===== config.mk =====
export PLATFORM = sky130hd
export DESIGN_NAME = debounced_edge_pulse_counter_core
export DESIGN_NICKNAME = d
export VERILOG_FILES = /design/src/rtl/core/depc_pkg.sv /design/src/rtl/core/depc_cfg_regs.sv /design/src/rtl/core/depc_step.sv /design/src/rtl/core/debounced_edge_pulse_counter_core.sv
export SDC_FILE = /design/constraint.sdc
export NUM_CORES = 1
export LEC_CHECK = 0
export BUFFER_PORTS_ARGS = -buffer_cell sky130_fd_sc_hd__buf_4
export CORE_ASPECT_RATIO = 1.25
export CORE_MARGIN = 2
export CORE_UTILIZATION = 65
export CTS_BUF_LIST = sky130_fd_sc_hd__clkbuf_4
export DETAILED_ROUTE_END_ITERATION = 6
export HOLD_SLACK_MARGIN = 0.03
export MAX_ROUTING_LAYER = met4
export PLACE_DENSITY = 0.86
export SYNTH_ARGS = -nofsm -noshare
export SYNTH_HDL_FRONTEND = slang
export SYNTH_SLANG_ARGS = --single-unit

===== constraint.sdc =====
create_clock -name clk -period 14.3 [get_ports clk]
set_clock_uncertainty 0.2 [all_clocks]
set_input_delay 2.145 -clock clk [delete_from_list [all_inputs] [get_ports clk]]
set_output_delay 2.145 -clock clk [all_outputs]
set_load 0.02 [all_outputs]

===== src/rtl/core/depc_pkg.sv =====
// Shared types, codes and constants of the debounced edge pulse counter.
package depc_pkg;

    localparam int unsigned TIME_W  = 32;
    localparam int unsigned COUNT_W = 32;
    localparam int unsigned PULSE_W = 31;
    localparam int unsigned CFG_IDX_W = 2;

    localparam logic [PULSE_W-1:0] PULSE_MAX = {PULSE_W{1'b1}};

    typedef enum logic [2:0] {
        OC_COUNTED    = 3'd0,
        OC_SAME       = 3'd1,
        OC_WRONG_EDGE = 3'd2,
        OC_DEBOUNCED  = 3'd3,
        OC_STARTED    = 3'd4
    } outcome_t;

    localparam logic [1:0] EDGE_FALLING = 2'd0;
    localparam logic [1:0] EDGE_RISING  = 2'd1;
    localparam logic [1:0] EDGE_BOTH    = 2'd2;

    localparam logic [CFG_IDX_W-1:0] CFG_ACTIVE_HIGH   = 2'd0;
    localparam logic [CFG_IDX_W-1:0] CFG_EDGE_MODE     = 2'd1;
    localparam logic [CFG_IDX_W-1:0] CFG_DEBOUNCE_TIME = 2'd2;

    localparam logic KIND_EVENT = 1'b0;
    localparam logic KIND_START = 1'b1;

    typedef struct packed {
        logic              kind;
        logic              pin_level;
        logic [TIME_W-1:0] now_time;
    } req_t;

    typedef struct packed {
        outcome_t           outcome;
        logic               logical_level;
        logic [PULSE_W-1:0] pulse_total;
        logic [TIME_W-1:0]  last_pulse_stamp;
        logic [COUNT_W-1:0] event_total;
        logic [COUNT_W-1:0] transition_total;
        logic [COUNT_W-1:0] same_state_total;
        logic [COUNT_W-1:0] wrong_edge_total;
        logic [COUNT_W-1:0] debounce_total;
    } res_t;

    typedef struct packed {
        logic              active_high;
        logic [1:0]        edge_mode;
        logic [TIME_W-1:0] debounce_time;
    } cfg_t;

endpackage


===== src/rtl/core/depc_cfg_regs.sv =====
// Configuration registers: polarity, edge mode and debounce time.
module depc_cfg_regs
    import depc_pkg::*;
(
    input  logic                 clk,
    input  logic                 rst_n,
    input  logic                 cfg_valid,
    output logic                 cfg_ready,
    input  logic [CFG_IDX_W-1:0] cfg_index,
    input  logic [TIME_W-1:0]    cfg_data,
    output cfg_t                 cfg
);

    cfg_t cfg_reg;
    cfg_t cfg_next;

    assign cfg_ready = 1'b1;
    assign cfg      = cfg_reg;

    always_comb
    begin
        cfg_next = cfg_reg;
        if (cfg_valid)
        begin
            unique case (cfg_index)
                CFG_ACTIVE_HIGH:   cfg_next.active_high   = cfg_data[0];
                CFG_EDGE_MODE:     cfg_next.edge_mode     = cfg_data[1:0];
                CFG_DEBOUNCE_TIME: cfg_next.debounce_time = cfg_data;
                default:           cfg_next = cfg_reg;
            endcase
        end
    end

    always_ff @(posedge clk or negedge rst_n)
    begin
        if (!rst_n)
        begin
            cfg_reg.active_high   <= 1'b1;
            cfg_reg.edge_mode     <= EDGE_RISING;
            cfg_reg.debounce_time <= '0;
        end
        else
        begin
            cfg_reg <= cfg_next;
        end
    end

endmodule


===== src/rtl/core/depc_step.sv =====
// Level and counter state with the per-request classification logic.
module depc_step
    import depc_pkg::*;
(
    input  logic clk,
    input  logic rst_n,
    input  logic step_en,
    input  req_t req,
    input  cfg_t cfg,
    output res_t res
);

    logic               level_reg,      level_next;
    logic [PULSE_W-1:0] pulse_reg,      pulse_next;
    logic [TIME_W-1:0]  last_time_reg,  last_time_next;
    logic [COUNT_W-1:0] event_reg,      event_next;
    logic [COUNT_W-1:0] transition_reg, transition_next;
    logic [COUNT_W-1:0] same_reg,       same_next;
    logic [COUNT_W-1:0] wrong_reg,      wrong_next;
    logic [COUNT_W-1:0] debounce_reg,   debounce_next;

    outcome_t          outcome;
    logic              lvl;
    logic              rising;
    logic              qualifies;
    logic [TIME_W-1:0] elapsed;
    logic              too_soon;

    always_comb
    begin
        lvl       = cfg.active_high ? req.pin_level : ~req.pin_level;
        rising    = ~level_reg;
        qualifies = (cfg.edge_mode == EDGE_RISING && rising) ||
                    (cfg.edge_mode == EDGE_FALLING && !rising) ||
                    (cfg.edge_mode == EDGE_BOTH);
        elapsed   = req.now_time - last_time_reg;
        too_soon  = (cfg.debounce_time != '0) && (last_time_reg != '0) &&
                    (elapsed < cfg.debounce_time);

        level_next      = level_reg;
        pulse_next      = pulse_reg;
        last_time_next  = last_time_reg;
        event_next      = event_reg;
        transition_next = transition_reg;
        same_next       = same_reg;
        wrong_next      = wrong_reg;
        debounce_next   = debounce_reg;
        outcome         = OC_SAME;

        if (req.kind == KIND_START)
        begin
            level_next      = lvl;
            pulse_next      = '0;
            last_time_next  = '0;
            event_next      = '0;
            transition_next = '0;
            same_next       = '0;
            wrong_next      = '0;
            debounce_next   = '0;
            outcome         = OC_STARTED;
        end
        else
        begin
            event_next = event_reg + 1'b1;
            priority if (lvl == level_reg)
            begin
                same_next = same_reg + 1'b1;
                outcome   = OC_SAME;
            end
            else if (!qualifies)
            begin
                level_next      = lvl;
                transition_next = transition_reg + 1'b1;
                wrong_next      = wrong_reg + 1'b1;
                outcome         = OC_WRONG_EDGE;
            end
            else if (too_soon)
            begin
                level_next      = lvl;
                transition_next = transition_reg + 1'b1;
                debounce_next   = debounce_reg + 1'b1;
                outcome         = OC_DEBOUNCED;
            end
            else
            begin
                level_next      = lvl;
                transition_next = transition_reg + 1'b1;
                if (pulse_reg != PULSE_MAX)
                begin
                    pulse_next = pulse_reg + 1'b1;
                end
                last_time_next = req.now_time;
                outcome        = OC_COUNTED;
            end
        end

        res.outcome          = outcome;
        res.logical_level    = level_next;
        res.pulse_total      = pulse_next;
        res.last_pulse_stamp = last_time_next;
        res.event_total      = event_next;
        res.transition_total = transition_next;
        res.same_state_total = same_next;
        res.wrong_edge_total = wrong_next;
        res.debounce_total   = debounce_next;
    end

    always_ff @(posedge clk or negedge rst_n)
    begin
        if (!rst_n)
        begin
            level_reg      <= 1'b0;
            pulse_reg      <= '0;
            last_time_reg  <= '0;
            event_reg      <= '0;
            transition_reg <= '0;
            same_reg       <= '0;
            wrong_reg      <= '0;
            debounce_reg   <= '0;
        end
        else if (step_en)
        begin
            level_reg      <= level_next;
            pulse_reg      <= pulse_next;
            last_time_reg  <= last_time_next;
            event_reg      <= event_next;
            transition_reg <= transition_next;
            same_reg       <= same_next;
            wrong_reg      <= wrong_next;
            debounce_reg   <= debounce_next;
        end
    end

endmodule


===== src/rtl/core/debounced_edge_pulse_counter_core.sv =====
// Top level of the debounced edge pulse counter: request and result registers.
//
// Usage:
//   Request channel (req_valid, req_stall, req_data): each request is a pin
//   change event or a start request. A request is taken at a clock edge with
//   req_valid high and req_stall low.
//   Result channel (res_valid, res_stall, res_data): exactly one result per
//   request, in request order, taken when res_valid is high and res_stall low.
//   Configuration channel (cfg_valid, cfg_ready, cfg_index, cfg_data): always
//   ready; write only while no request is in flight.
// Path: a taken request is held in the request register; its result is loaded
//   into the result register once res_stall does not hold the result there.
// Throughput: one request per cycle unless stalled; the level and counter update
//   is a single pass of compare and increment logic between the two registers.
// Reset: all counters, the stored level and both stage valids clear; polarity
//   resets to active high, edge mode to rising, debounce time to zero.
// Stall: while res_stall holds a result, one more request waits in the
//   request register; req_stall rises only when both stages are full.
module debounced_edge_pulse_counter_core
    import depc_pkg::*;
(
    input  logic                 clk,
    input  logic                 rst_n,
    input  logic                 req_valid,
    output logic                 req_stall,
    input  req_t                 req_data,
    output logic                 res_valid,
    input  logic                 res_stall,
    output res_t                 res_data,
    input  logic                 cfg_valid,
    output logic                 cfg_ready,
    input  logic [CFG_IDX_W-1:0] cfg_index,
    input  logic [TIME_W-1:0]    cfg_data
);

    cfg_t cfg;
    res_t step_res;

    logic s1_valid_reg, s1_valid_next;
    req_t s1_req_reg;
    logic res_valid_reg, res_valid_next;
    res_t res_reg;

    logic take;
    logic req_take;
    logic step_en;

    assign take      = !res_valid_reg || !res_stall;
    assign req_stall = s1_valid_reg && !take;
    assign req_take  = req_valid && !req_stall;
    assign step_en   = s1_valid_reg && take;

    assign res_valid = res_valid_reg;
    assign res_data  = res_reg;

    depc_cfg_regs u_cfg
    (
        .clk       (clk),
        .rst_n     (rst_n),
        .cfg_valid (cfg_valid),
        .cfg_ready (cfg_ready),
        .cfg_index (cfg_index),
        .cfg_data  (cfg_data),
        .cfg       (cfg)
    );

    depc_step u_step
    (
        .clk     (clk),
        .rst_n   (rst_n),
        .step_en (step_en),
        .req     (s1_req_reg),
        .cfg     (cfg),
        .res     (step_res)
    );

    always_comb
    begin
        s1_valid_next  = req_take ? 1'b1 : (take ? 1'b0 : s1_valid_reg);
        res_valid_next = take ? s1_valid_reg : res_valid_reg;
    end

    always_ff @(posedge clk or negedge rst_n)
    begin
        if (!rst_n)
        begin
            s1_valid_reg  <= 1'b0;
            res_valid_reg <= 1'b0;
        end
        else
        begin
            s1_valid_reg  <= s1_valid_next;
            res_valid_reg <= res_valid_next;
        end
    end

    always_ff @(posedge clk)
    begin
        if (req_take)
        begin
            s1_req_reg <= req_data;
        end
        if (step_en)
        begin
            res_reg <= step_res;
        end
    end

    a_start_clears : assert property (@(posedge clk) disable iff (!rst_n)
        res_valid && res_data.outcome == OC_STARTED |->
            res_data.pulse_total == '0 && res_data.last_pulse_stamp == '0 &&
            res_data.event_total == '0 && res_data.debounce_total == '0)
        else $error("start result with nonzero counters");

    a_event_sum : assert property (@(posedge clk) disable iff (!rst_n)
        res_valid |->
            res_data.event_total ==
            COUNT_W'(res_data.transition_total + res_data.same_state_total))
        else $error("event count differs from transitions plus same-state");

    a_stall_cause : assert property (@(posedge clk) disable iff (!rst_n)
        req_stall |-> s1_valid_reg && res_valid_reg && res_stall)
        else $error("request stalled with a free stage");

    a_step_loads : assert property (@(posedge clk) disable iff (!rst_n)
        step_en |=> res_valid_reg)
        else $error("advanced request lost its result");

endmodule


==> flow_metrics.py <==
metrics = {
    "status": {
        "status": "finished with violations",
        "violations": "design-rule violations",
    },
    "pwr": {
        "seq_power_share_pct": 41.0,
        "cellLeakagePower_nw": 12.8,
        "p_sw_mw": 1.60,
        "p_int_mw": 3.02,
        "vdd_ir_drop_max_uv": 129,
        "cellPowerDensity_nw_per_um2": 154,
        "fin_total_pwr_mw": 4.62,
        "p_sw_share_pct": 34.7,
        "comb_power_share_pct": 30.8,
        "clockPowerShare_pct": 28.2,
    },
    "sta": {
        "fin_crit_ps": 6430,
        "worst_pin_slew_ps": 1110,
        "worst_slack_ps": 7870,
        "fin_setup_tns_ps": 0,
        "drv_slew": 0,
        "max_freq_ghz": 0.155,
        "finalHoldViolCount": 0,
        "slew_headroom_pct": 25.9,
        "setup_viol": 0,
        "rsz0062_at_grt": "false",
        "period_share_pct": 45.0,
        "finalHoldWorstSlack_ps": 325,
    },
    "clock_tree": {
        "clock_tree.htree_level_count": 4,
        "insertion_delay_ps": 840,
        "hold_buffers": 0,
        "cts_resized": 0,
        "postCtsSetupBuffers": 0,
        "numCtsBuffers": 133,
        "cts-root-buf": "clkbuf_4",
        "clock-sinks": 522,
        "tritoncts": "yes",
        "clk_pin_slew_ps": 60,
        "clockBufferDepth": 3,
    },
    "detailed_routing": {
        "wl_met2_um": 31400,
        "wl_um": 61800,
        "drtPass1Iterations": 7,
        "route.detailed.drc": 1,
        "dr.first_iter.drc_count": 1557,
        "drt-met1-wl_um": 23500,
        "viasPerCell": 5.89,
        "drtAntennaViolNets": 0,
        "route.vias.total": 20000,
        "avgRoutedWirePerCell_um": 18.1,
        "route.met3.wl_um": 3750,
        "highest_layer": "met4",
    },
    "place": {
        "gp_congestion": 0.915,
        "dpl_worst_slack_ps": 7970,
        "dpl.hpwl_um": 41100,
        "io_buffers": 301,
        "placed_area_um2": 28300,
    },
    "global_routing": {
        "grt_max_degree": 225,
        "grt_first_pass_wirelength_um": 98600,
        "antenna_found_initial": 1,
        "globalRouteOverflowTotal": 0,
        "grt_pass1_vias": 20000,
        "grt.total_usage_pct": 31.1,
    },
    "floorplanning": {
        "ios": 303,
        "row_count": 81,
        "core-area_um2": 39000,
        "die_area_um2": 41100,
        "start_util_pct": 65.8,
        "die_x_um": 182,
        "die_y_um": 226,
    },
    "synth": {
        "ys.warnings.count": 0,
        "synthFlopType": "edfxtp_1",
        "ys_types": 65,
        "syn_nets": 2612,
        "ys_seq_area_share_pct": 56.0,
        "synth_edf_count": 261,
        "ys_ff_latch": 522,
        "avgSynthCellArea_um2": 10.4,
        "synthCells": 2468,
        "ys_async_sr_fraction_pct": 50.0,
        "synth_area_um2": 25700,
    },
    "finish": {
        "register_area_um2": 14400,
        "multiInputGateArea_um2": 10500,
        "largest_reg_flops": 227,
        "fill_cells": 2484,
        "nNetsFinal": 2941,
        "design_area_um2": 30000,
        "area_delta_synth_final_pct": 17.0,
        "drive_gt1_share_pct": 20.5,
    },
    "min_path": {
        "holdCritPathClass": "reg -> reg",
    },
    "critical_path": {
        "crit_path_end_kind": "flip-flop",
        "path_max_fanout": 9,
        "required_ps": 14630,
        "worstSetupStartpointType": "flip-flop",
        "cp.arrival_ps": 6770,
        "crit_type": "reg -> reg",
    },
    "run": {
        "maxCapViolations": 0,
    },
}
## layout make-up
class / instances / area share, %
well taps: 498 / 2.08
repair buffers: 318 / 8.06
inverters: 93 / 1.19
flip-flops and latches: 522 / 47.9
clock buffers: 208 / 5.20
multi-input cells: 1729 / 34.9
diodes: 1 / 0.00834
clock inverters: 36 / 0.663
## through the flow
step	utilization (%)	std cells
2_1_floorplan	-	2468
3_3_place_gp	72.4	3160
3_5_place_dp	72.4	3160
4_1_cts	76.9	3404
5_1_grt	76.9	3405
6_report	76.9	3405
## power groups by stage
stage	sequential [mW]	combinational, mW	clock (mW)
global route	1.91	1.57	1.41
floorplan	1.97	0.909	0
finish	1.89	1.42	1.30
detailed placement	1.92	1.40	0
CTS	1.89	1.42	1.33
global placement	1.91	1.36	0
## kinds of logic (layout without fill, tap and decap cells)
logic type | count (synthesis) | in the layout | synth area share (%)
xor gates and xnor gates | 209 | 209 | 7.16
AOI/OAI and AO/OA | 403 | 403 | 10.0
DFF | 522 | 522 | 56.0
other | 1 | 2 | 0.0146
and+or+nand+nor | 957 | 957 | 16.5
adders and majority gates | 71 | 71 | 3.49
buffers and inverters | 217 | 655 | 3.22
muxes | 88 | 88 | 3.65
## Yosys cell counts, drive strengths merged (21+ instances only)
library cell | count | area [um2]
nor2 | 362 | 1360
nand2 | 318 | 1190
edfxtp | 261 | 7840
dfrtp | 259 | 6480
clkbuf | 111 | 417
xnor2 | 111 | 980
o21ai | 107 | 536
a21oi | 101 | 505
xor2 | 98 | 858
inv | 93 | 349
o31ai | 82 | 616
ha | 70 | 876
nand3 | 61 | 310
and3 | 48 | 300
nand4 | 46 | 288
mux2 | 44 | 495
mux2i | 44 | 440
a22o | 38 | 333
nor3 | 31 | 155
nor4 | 25 | 163
a21o | 21 | 158
## layout by cell type, fill, tap and decap left out, drive strengths merged, types with 46 or more instances in the layout
master / Yosys / routed
nand3: 61 / 61
a21oi: 101 / 101
o31ai: 82 / 82
o21ai: 107 / 107
nand2: 318 / 318
inv: 93 / 98
xor2: 98 / 98
nand4: 46 / 46
buf: 13 / 318
and3: 48 / 48
nor2: 362 / 362
ha: 70 / 70
edfxtp: 261 / 261
xnor2: 111 / 111
clkbuf: 111 / 208
dfrtp: 259 / 259
## critical path: stages (launching register included)
cell,delay [ps]
edfxtp_1,420
inv_1,80
ha_1,180
inv_1,60
fa_1,410
a21oi_1,240
o21ai_0,150
o211ai_1,260
a21boi_0,230
a221o_1,400
a21oi_1,300
o31ai_1,130
a21oi_1,250
o21ai_0,150
xor2_1,160
ha_1,300
a21o_1,110
a21oi_1,60
o2111a_2,280
o22a_1,270
a22o_1,360
nor4_2,710
nand3_1,220
xor2_1,170
nor2_1,50
## worst paths after layout
check                                                       from                                 end  slack, ps  cells after the start
worst min-delay path            u_step.pulse_reg[25]$_DFFE_PN0P_    u_step.pulse_reg[25]$_DFFE_PN0P_        320                      1
max in group asynchronous                                  rst_n  u_step.debounce_reg[5]$_DFFE_PN0P_      11230                      2
worst max register to register           s1_req_reg[0]$_DFFE_PP_             res_data[217]$_DFFE_PP_       7870                     24
worst min register to register  u_step.pulse_reg[25]$_DFFE_PN0P_    u_step.pulse_reg[25]$_DFFE_PN0P_        320                      1
min in group asynchronous                                  rst_n           u_cfg.cfg[14]$_DFFE_PN0P_       1190                      1
worst max-delay path                     s1_req_reg[0]$_DFFE_PP_             res_data[217]$_DFFE_PP_       7870                     24
## layer usage
metal	vias up	track usage [%]
li1	9405	-
met5	-	-
met2	761	51.7
met1	9683	35.5
met4	0	17.5
met3	194	6.31
No activity file was read; power rests on OpenSTA's default activity.
